File: config.mk
export PLATFORM = sky130hd
export DESIGN_NAME = sws_ctrl
export DESIGN_NICKNAME = d
export VERILOG_FILES = /design/src/sws_pkg.sv /design/src/sws_ctrl.sv
export SDC_FILE = /design/constraint.sdc
export NUM_CORES = 1
export LEC_CHECK = 0
export BUFFER_PORTS_ARGS = -buffer_cell sky130_fd_sc_hd__buf_2
export CAP_MARGIN = 25
export CELL_PAD_IN_SITES_DETAIL_PLACEMENT = 0
export CELL_PAD_IN_SITES_GLOBAL_PLACEMENT = 1
export CORE_UTILIZATION = 39
export DETAILED_ROUTE_END_ITERATION = 16
export GPL_TIMING_DRIVEN = 0
export PLACE_DENSITY = 0.92
export SYNTH_ARGS = -nofsm -noshare
export SYNTH_HDL_FRONTEND = slang
export SYNTH_SLANG_ARGS = --single-unit
File: constraint.sdc
create_clock -name clk -period 9.15 [get_ports clk]
set_clock_uncertainty 0.15 [all_clocks]
set_input_delay 2.745 -clock clk [delete_from_list [all_inputs] [get_ports clk]]
set_output_delay 2.745 -clock clk [all_outputs]
set_load 0.02 [all_outputs]
File: src/sws_pkg.sv
// shared types and codes for the sorting stack block
// no dependencies; used by sws_ctrl and stack_with_two_stack_sort
package sws_pkg;

  localparam int unsigned DEPTH_DEF = 1024;
  localparam int unsigned WORD_W    = 32;
  localparam int unsigned FILL_W    = 11;

  typedef enum logic [1:0] {
    CMD_PUSH = 2'd0,
    CMD_POP  = 2'd1,
    CMD_PEEK = 2'd2,
    CMD_SORT = 2'd3
  } cmd_t;

  typedef enum logic [1:0] {
    STAT_OK    = 2'd0,
    STAT_EMPTY = 2'd1,
    STAT_FULL  = 2'd2
  } status_t;

  typedef enum logic [2:0] {
    ST_IDLE,
    ST_RD,
    ST_POPM,
    ST_GETV,
    ST_CMP,
    ST_GETT,
    ST_DRAIN,
    ST_DRGET
  } state_t;

  typedef struct packed {
    logic                     valid;
    logic signed [WORD_W-1:0] data;
    status_t                  status;
    logic [FILL_W-1:0]        fill;
  } res_t;

endpackage

File: src/sws_ctrl.sv
// command sequencer: stack counters, the shared compare and the sort passes
// depends on sws_pkg; drives the main and temporary word memories
module sws_ctrl #(
  parameter int unsigned DEPTH = sws_pkg::DEPTH_DEF,
  parameter int unsigned AW    = $clog2(DEPTH),
  parameter int unsigned CW    = $clog2(DEPTH + 1)
) (
  input  logic               clk,
  input  logic               rst_n,
  input  logic               start,
  output logic               busy,
  input  logic [1:0]         in_command,
  input  logic signed [31:0] in_value,
  output logic               main_we,
  output logic [AW-1:0]      main_waddr,
  output logic signed [31:0] main_wdata,
  output logic [AW-1:0]      main_raddr,
  input  logic signed [31:0] main_rdata,
  output logic               temp_we,
  output logic [AW-1:0]      temp_waddr,
  output logic signed [31:0] temp_wdata,
  output logic [AW-1:0]      temp_raddr,
  input  logic signed [31:0] temp_rdata,
  output sws_pkg::res_t      res
);

  sws_pkg::state_t    state_r, state_nxt;
  sws_pkg::cmd_t      cmd_r, cmd_nxt;
  logic [CW-1:0]      mcnt_r, mcnt_nxt;
  logic [CW-1:0]      tcnt_r, tcnt_nxt;
  logic signed [31:0] v_r, v_nxt;
  logic signed [31:0] ttop_r, ttop_nxt;

  sws_pkg::cmd_t cmd_in;
  logic [CW-1:0] mcnt_m1, tcnt_m2;
  logic          full, mzero, tzero, tone, tgt;

  assign cmd_in  = sws_pkg::cmd_t'(in_command);
  assign mcnt_m1 = mcnt_r - CW'(1);
  assign tcnt_m2 = tcnt_r - CW'(2);
  assign full    = (mcnt_r == CW'(DEPTH));
  assign mzero   = (mcnt_r == '0);
  assign tzero   = (tcnt_r == '0);
  assign tone    = (tcnt_r == CW'(1));
  // the one compare: temp top greater than the word in hand
  assign tgt     = !tzero && (ttop_r > v_r);

  assign busy = (state_r != sws_pkg::ST_IDLE);

  // next state
  always_comb begin
    state_nxt = state_r;
    unique case (state_r)
      sws_pkg::ST_IDLE: begin
        if (start) begin
          unique case (cmd_in)
            sws_pkg::CMD_PUSH: state_nxt = sws_pkg::ST_IDLE;
            sws_pkg::CMD_POP,
            sws_pkg::CMD_PEEK: state_nxt = mzero ? sws_pkg::ST_IDLE : sws_pkg::ST_RD;
            sws_pkg::CMD_SORT: state_nxt = sws_pkg::ST_POPM;
          endcase
        end
      end
      sws_pkg::ST_RD:    state_nxt = sws_pkg::ST_IDLE;
      sws_pkg::ST_POPM:  state_nxt = mzero ? sws_pkg::ST_DRAIN : sws_pkg::ST_GETV;
      sws_pkg::ST_GETV:  state_nxt = sws_pkg::ST_CMP;
      sws_pkg::ST_CMP: begin
        if (tgt) begin
          state_nxt = tone ? sws_pkg::ST_CMP : sws_pkg::ST_GETT;
        end else begin
          state_nxt = sws_pkg::ST_POPM;
        end
      end
      sws_pkg::ST_GETT:  state_nxt = sws_pkg::ST_CMP;
      sws_pkg::ST_DRAIN: begin
        if (tzero) begin
          state_nxt = sws_pkg::ST_IDLE;
        end else begin
          state_nxt = tone ? sws_pkg::ST_DRAIN : sws_pkg::ST_DRGET;
        end
      end
      sws_pkg::ST_DRGET: state_nxt = sws_pkg::ST_DRAIN;
      default:           state_nxt = sws_pkg::ST_IDLE;
    endcase
  end

  // counters and held words
  always_comb begin
    cmd_nxt  = cmd_r;
    mcnt_nxt = mcnt_r;
    tcnt_nxt = tcnt_r;
    v_nxt    = v_r;
    ttop_nxt = ttop_r;
    unique case (state_r)
      sws_pkg::ST_IDLE: begin
        if (start) begin
          cmd_nxt = cmd_in;
          if (cmd_in == sws_pkg::CMD_PUSH && !full) begin
            mcnt_nxt = mcnt_r + CW'(1);
          end
        end
      end
      sws_pkg::ST_RD: begin
        if (cmd_r == sws_pkg::CMD_POP) begin
          mcnt_nxt = mcnt_m1;
        end
      end
      sws_pkg::ST_POPM: begin
        if (!mzero) begin
          mcnt_nxt = mcnt_m1;
        end
      end
      sws_pkg::ST_GETV: v_nxt = main_rdata;
      sws_pkg::ST_CMP: begin
        if (tgt) begin
          mcnt_nxt = mcnt_r + CW'(1);
          tcnt_nxt = tcnt_r - CW'(1);
        end else begin
          tcnt_nxt = tcnt_r + CW'(1);
          ttop_nxt = v_r;
        end
      end
      sws_pkg::ST_GETT,
      sws_pkg::ST_DRGET: ttop_nxt = temp_rdata;
      sws_pkg::ST_DRAIN: begin
        if (!tzero) begin
          mcnt_nxt = mcnt_r + CW'(1);
          tcnt_nxt = tcnt_r - CW'(1);
        end
      end
      default: ;
    endcase
  end

  // memory controls and result
  always_comb begin
    main_we    = 1'b0;
    main_waddr = mcnt_r[AW-1:0];
    main_wdata = ttop_r;
    main_raddr = mcnt_m1[AW-1:0];
    temp_we    = 1'b0;
    temp_waddr = tcnt_r[AW-1:0];
    temp_wdata = v_r;
    temp_raddr = tcnt_m2[AW-1:0];
    res        = '0;
    res.status = sws_pkg::STAT_OK;
    res.fill   = 11'(mcnt_nxt);
    unique case (state_r)
      sws_pkg::ST_IDLE: begin
        if (start) begin
          unique case (cmd_in)
            sws_pkg::CMD_PUSH: begin
              main_we    = !full;
              main_wdata = in_value;
              res.valid  = 1'b1;
              res.status = full ? sws_pkg::STAT_FULL : sws_pkg::STAT_OK;
            end
            sws_pkg::CMD_POP,
            sws_pkg::CMD_PEEK: begin
              if (mzero) begin
                res.valid  = 1'b1;
                res.status = sws_pkg::STAT_EMPTY;
              end
            end
            sws_pkg::CMD_SORT: ;
          endcase
        end
      end
      sws_pkg::ST_RD: begin
        res.valid = 1'b1;
        res.data  = main_rdata;
      end
      sws_pkg::ST_CMP: begin
        // larger temp top goes back to main, else the word settles on temp
        main_we = tgt;
        temp_we = !tgt;
      end
      sws_pkg::ST_DRAIN: begin
        main_we   = !tzero;
        res.valid = tzero;
      end
      default: ;
    endcase
  end

  always_ff @(posedge clk) begin
    if (!rst_n) begin
      state_r <= sws_pkg::ST_IDLE;
      mcnt_r  <= '0;
      tcnt_r  <= '0;
    end else begin
      state_r <= state_nxt;
      mcnt_r  <= mcnt_nxt;
      tcnt_r  <= tcnt_nxt;
    end
  end

  always_ff @(posedge clk) begin
    cmd_r  <= cmd_nxt;
    v_r    <= v_nxt;
    ttop_r <= ttop_nxt;
  end

  a_temp_empty_idle: assert property (@(posedge clk) disable iff (!rst_n)
    (state_r == sws_pkg::ST_IDLE) |-> tzero)
    else $error("temporary stack not empty while idle");

  a_total_bound: assert property (@(posedge clk) disable iff (!rst_n)
    ({1'b0, mcnt_r} + {1'b0, tcnt_r}) <= (CW + 1)'(DEPTH))
    else $error("words held exceed depth");

  a_pop_shrinks: assert property (@(posedge clk) disable iff (!rst_n)
    (state_r == sws_pkg::ST_RD && cmd_r == sws_pkg::CMD_POP) |=> (mcnt_r == $past(mcnt_m1)))
    else $error("pop did not remove one word");

  a_res_leaves_busy: assert property (@(posedge clk) disable iff (!rst_n)
    (res.valid && busy) |=> (state_r == sws_pkg::ST_IDLE))
    else $error("result issued mid-operation");

endmodule

==> results by stage <==
Status:
- The run finished with clean final reports.

Logic synthesis:
- Synthesis produced a netlist whose cell count is about 670.
- The sequential cell area fraction in the yosys report is 0.3865.
- In the post-synthesis netlist, the biggest area contributors are sky130_fd_sc_hd__edfxtp_1, sky130_fd_sc_hd__mux2_2, sky130_fd_sc_hd__ha_1.
- The post-synth design cell area is 6422 um2.
- The flip-flop and latch count after synthesis is 91.
- Yosys printed 0 warnings.
- The most frequently used flop master after synthesis is sky130_fd_sc_hd__edfxtp_1.
- Counting flops with a built-in enable in the synthesized netlist gives between 60 and 70.
- Yosys mapped the design onto 61 distinct sky130hd cell types.
- The number of nets in the synthesized netlist is just over 800.
- The share of synthesized area in the top cell type comes to 0.3086.
- For this run, asynchronously set or reset flops after synthesis account for 0.
- The post-synthesis cell type with the largest combined area is sky130_fd_sc_hd__edfxtp_1.
- The post-synthesis area per instance is between 9 and 10 um2.

Cells and area:
- Counting the fill cells in the layout gives around 1600.
- Compared with the post-synthesis result, the final layout area differs by 29.36%.
- The library cell used most frequently in the layout, excluding fill and tap cells, is sky130_fd_sc_hd__buf_2.
- The final-stage net count is roughly 1100.
- The register cell area after layout is approximately 2500 um2.
- The layout cell share with drive strength beyond 1 is 0.3968.
- The summed area of non-filler cells in the final layout is approximately 8300 um2.
- In the layout the commonest cells are sky130_fd_sc_hd__buf_2, sky130_fd_sc_hd__edfxtp_1, sky130_fd_sc_hd__mux2_2.
- The number of inserted diodes is 0.
- Summing all multi-input logic gate instances after layout gives 3427 um2.

STA:
- Setup repair after global routing left no endpoint under its margin.
- The max-slew violation count is 0.
- The final-layout worst hold slack is ~370 ps.
- The final sum of negative setup slack is 0 ps.
- The final critical-path share of the clock period is 0.9325.
- The total setup violations reported at the end of the flow is 0.
- The final hold violation count came to 0.
- The worst relative slew slack is 0.4056.
- The slew at the pin closest to its max-slew limit is around 880 ps.
- The routed design could run at a clock period as short as 8532 ps.
- Derived from the worst setup path, the maximum achievable clock frequency is between 100 and 150 MHz.

Die:
- The die is between 100 and 150 um wide.
- The floorplan step defined a core boundary enclosing 16000 um2.
- The initialized floorplan defines 46 standard-cell rows.
- For this configuration, the core starts out at a cell density of 0.4014.
- The die extent in y is approximately 130 um.
- The die covers 16980 um2.
- The number of I/O pins is between 200 and 300.

Routing:
- The total via count in the routed design is 5999.
- The post-detailed-route count of antenna-violating nets is 0.
- In the routed design, unresolved DRC markers number 0.
- The first-iteration detailed-routing DRC count is roughly 350.
- The number of detailed-route iterations in the first pass is 4.
- In the final routed layout, each cell accounts on average for 16.69 um.
- The detailed-route wire length is ~19000 um.
- The via count normalized by instance count is a little over 5.

Worst setup path:
- The slowest stage cell on the critical path is sky130_fd_sc_hd__nor4b_1.
- In this run the critical register-to-register path is launched from temp_wdata[7].
- The endpoint required time on the critical path is roughly 6300 ps.
- The most used cell along the critical path is sky130_fd_sc_hd__buf_2.
- For this run, the slowest stage of the critical path takes 720 ps.
- The worst setup path is of the in2out kind.
- The worst setup path is captured at an output port.
- Traced cell by cell, the critical path runs through buf_2 -> nor4b_1 -> nand2_1 -> inv_1 -> o2bb2ai_1 -> a21oi_4 -> inv_2 -> buf_2 -> a21boi_0 -> o21ai_0 -> buf_2.
- STA puts the critical path data arrival time at about 5600 ps.
- The first element of the critical path is start.
- The buffer and inverter count on the worst path is 5.
- In this run the worst path has a maximum fanout of 10.
- The cell type group with the largest total delay on the critical path is simple AND/OR/NAND/NOR gates.
- The startpoint class of the critical path is an input port.

GRT:
- The met2 usage is 0.3498.
- The via count of the first global-routing pass is ~5300.
- The largest net degree at the start of global routing is 33.
- After global routing, the most crowded layer is met2.
- The met3 usage in global routing is 0.02747.
- The initial antenna violation count is 0.
- The residual overflow from global routing is 0.
- The wire length of the first global-routing pass is 28120 um.
- For met1 alone, demand over resource in global routing was 0.3037.
- The total global-route track usage is 0.2183.

Clocking:
- Counting every sink on the clock net gives 91.
- The CTS tree is built.
- The number of buffers inserted by post-CTS setup repair is 0.
- The source-to-sink clock delay at the later pin of the worst-skew pair is roughly 350 ps.
- In this run, post-CTS hold repair placed 0 buffers.
- The number of cells upsized or downsized after cts is 0.
- Clock tree synthesis selected as its root buffer the cell sky130_fd_sc_hd__clkbuf_16.
- Buffers inserted during clock tree synthesis total 9.
- The maximum level of the CTS H-tree is 3.
- Clock-pin slew was measured on the worst setup and hold paths at 70 ps.
- The buffer levels on the longest clock path is 2.

Placement:
- Port buffering added approximately 250 buffers.
- The post-place instance area is 8008 um2.
- The estimated wirelength of the detail-placed design is ~15000 um.
- The congestion estimate from routability-driven global placement came to 0.8578.

Hold path:
- The startpoint of the most critical hold path is tcnt_r[10].
- The class of the most critical hold timing path is reg2reg.

Job:
- The total of max-cap violations is 0.

Power and ir drop:
- The power density over the cells is roughly 320 nW/um2.
- The worst-case IR drop observed on VDD is 0.0001831 V.
- For this design the static power due to leakage is roughly 3.9 nW.
[worst reg2reg max path: stages, from the launching register on]
cell and delay [ps]:
sky130_fd_sc_hd__edfxtp_1 370, sky130_fd_sc_hd__inv_1 50, sky130_fd_sc_hd__ha_1 320, sky130_fd_sc_hd__a21oi_1 150
sky130_fd_sc_hd__o21ai_0 160, sky130_fd_sc_hd__a221oi_1 310, sky130_fd_sc_hd__a31oi_1 180, sky130_fd_sc_hd__o31ai_1 750
sky130_fd_sc_hd__nor2_1 280, sky130_fd_sc_hd__nor3_2 700, sky130_fd_sc_hd__buf_6 260
[final cells by class]
| cell class | count | area share |
|---|---|---|
| Buffer | 58 | 0.03810 |
| Clock buffer | 10 | 0.02756 |
| Clock inverter | 6 | 0.008584 |
| Inverter | 54 | 0.02440 |
| Multi-Input combinational cell | 464 | 0.4125 |
| Sequential cell | 91 | 0.2988 |
| Tap cell | 216 | 0.03253 |
| Timing Repair Buffer | 257 | 0.1575 |
[stage by stage]
step	total power, mW	cells	util	setup WS (ps)
finish	2.645	1156	0.5192	617.8
global route	2.818	1156	0.5192	433.1
CTS	2.656	1156	0.5192	663.5
detailed placement	2.257	1140	0.5005	679.0
global placement	2.233	1136	0.4974	624.1
floorplan	1.743	667	-	1339
[where the power goes]
| group | switching (mW) | internal (mW) | total, mW | leakage, nW |
|---|---|---|---|---|
| registers | 0.0627 | 0.536 | 0.598 | 0.799 |
| logic | 1.05 | 0.608 | 1.66 | 2.98 |
| clock network | 0.173 | 0.215 | 0.387 | 0.140 |
[cells in the mapped netlist, drive strengths merged, types with 3 or more instances]
library cell,number
and2,12
nand3b,3
a31oi,6
nor3,21
a2bb2oi,4
nand2,50
mux2i,14
a211oi,4
nor2b,9
and3,44
xnor2,10
edfxtp,66
a221oi,4
nand3,18
buf,28
nand2b,11
dfxtp,25
clkbuf,30
o21a,3
or4,3
a21oi,26
o21ai,21
nor4,7
nor2,31
nand4,12
a221o,5
inv,53
o221ai,3
ha,42
or3,5
xor2,8
mux2,63
[flip-flops by register name, indices dropped and copies added (netlist names)]
| register | cells |
|---|---|
| temp_wdata | 32 |
| tcnt_r | 11 |
| ttop_r | 32 |
| cmd_r | 2 |
| mcnt_r | 11 |
| state_r | 3 |
[metal layers]
| metal | vias up | wire length (um) | share of wire |
|---|---|---|---|
| li1 | 2929 | - | - |
| met1 | 2838 | 8907 | 0.46 |
| met2 | 216 | 9068 | 0.47 |
| met3 | 16 | 1043 | 0.054 |
| met4 | 0 | 273 | 0.014 |
| met5 | - | 0 | 0 |
[worst paths after layout]
check                           cells after the start          to  slack [ps]
worst max register to register                     10  ttop_r[28]        5180
worst min-delay path                                2  tcnt_r[10]         370
worst max-delay path                               11      res[3]         620
worst min register to register                      2  tcnt_r[10]         370
[kinds of logic after synthesis]
logic type | after synthesis | synth area share
XOR/XNOR | 18 | 0.02455
flip-flops | 91 | 0.3865
multiplexers | 77 | 0.1323
AO/OA/AOI/OAI | 94 | 0.09995
buffers and inverters | 112 | 0.08085
adder cells (fa/ha/maj) | 42 | 0.08182
AND/OR/NAND/NOR | 233 | 0.1940
(Power assumes the default switching activity.)
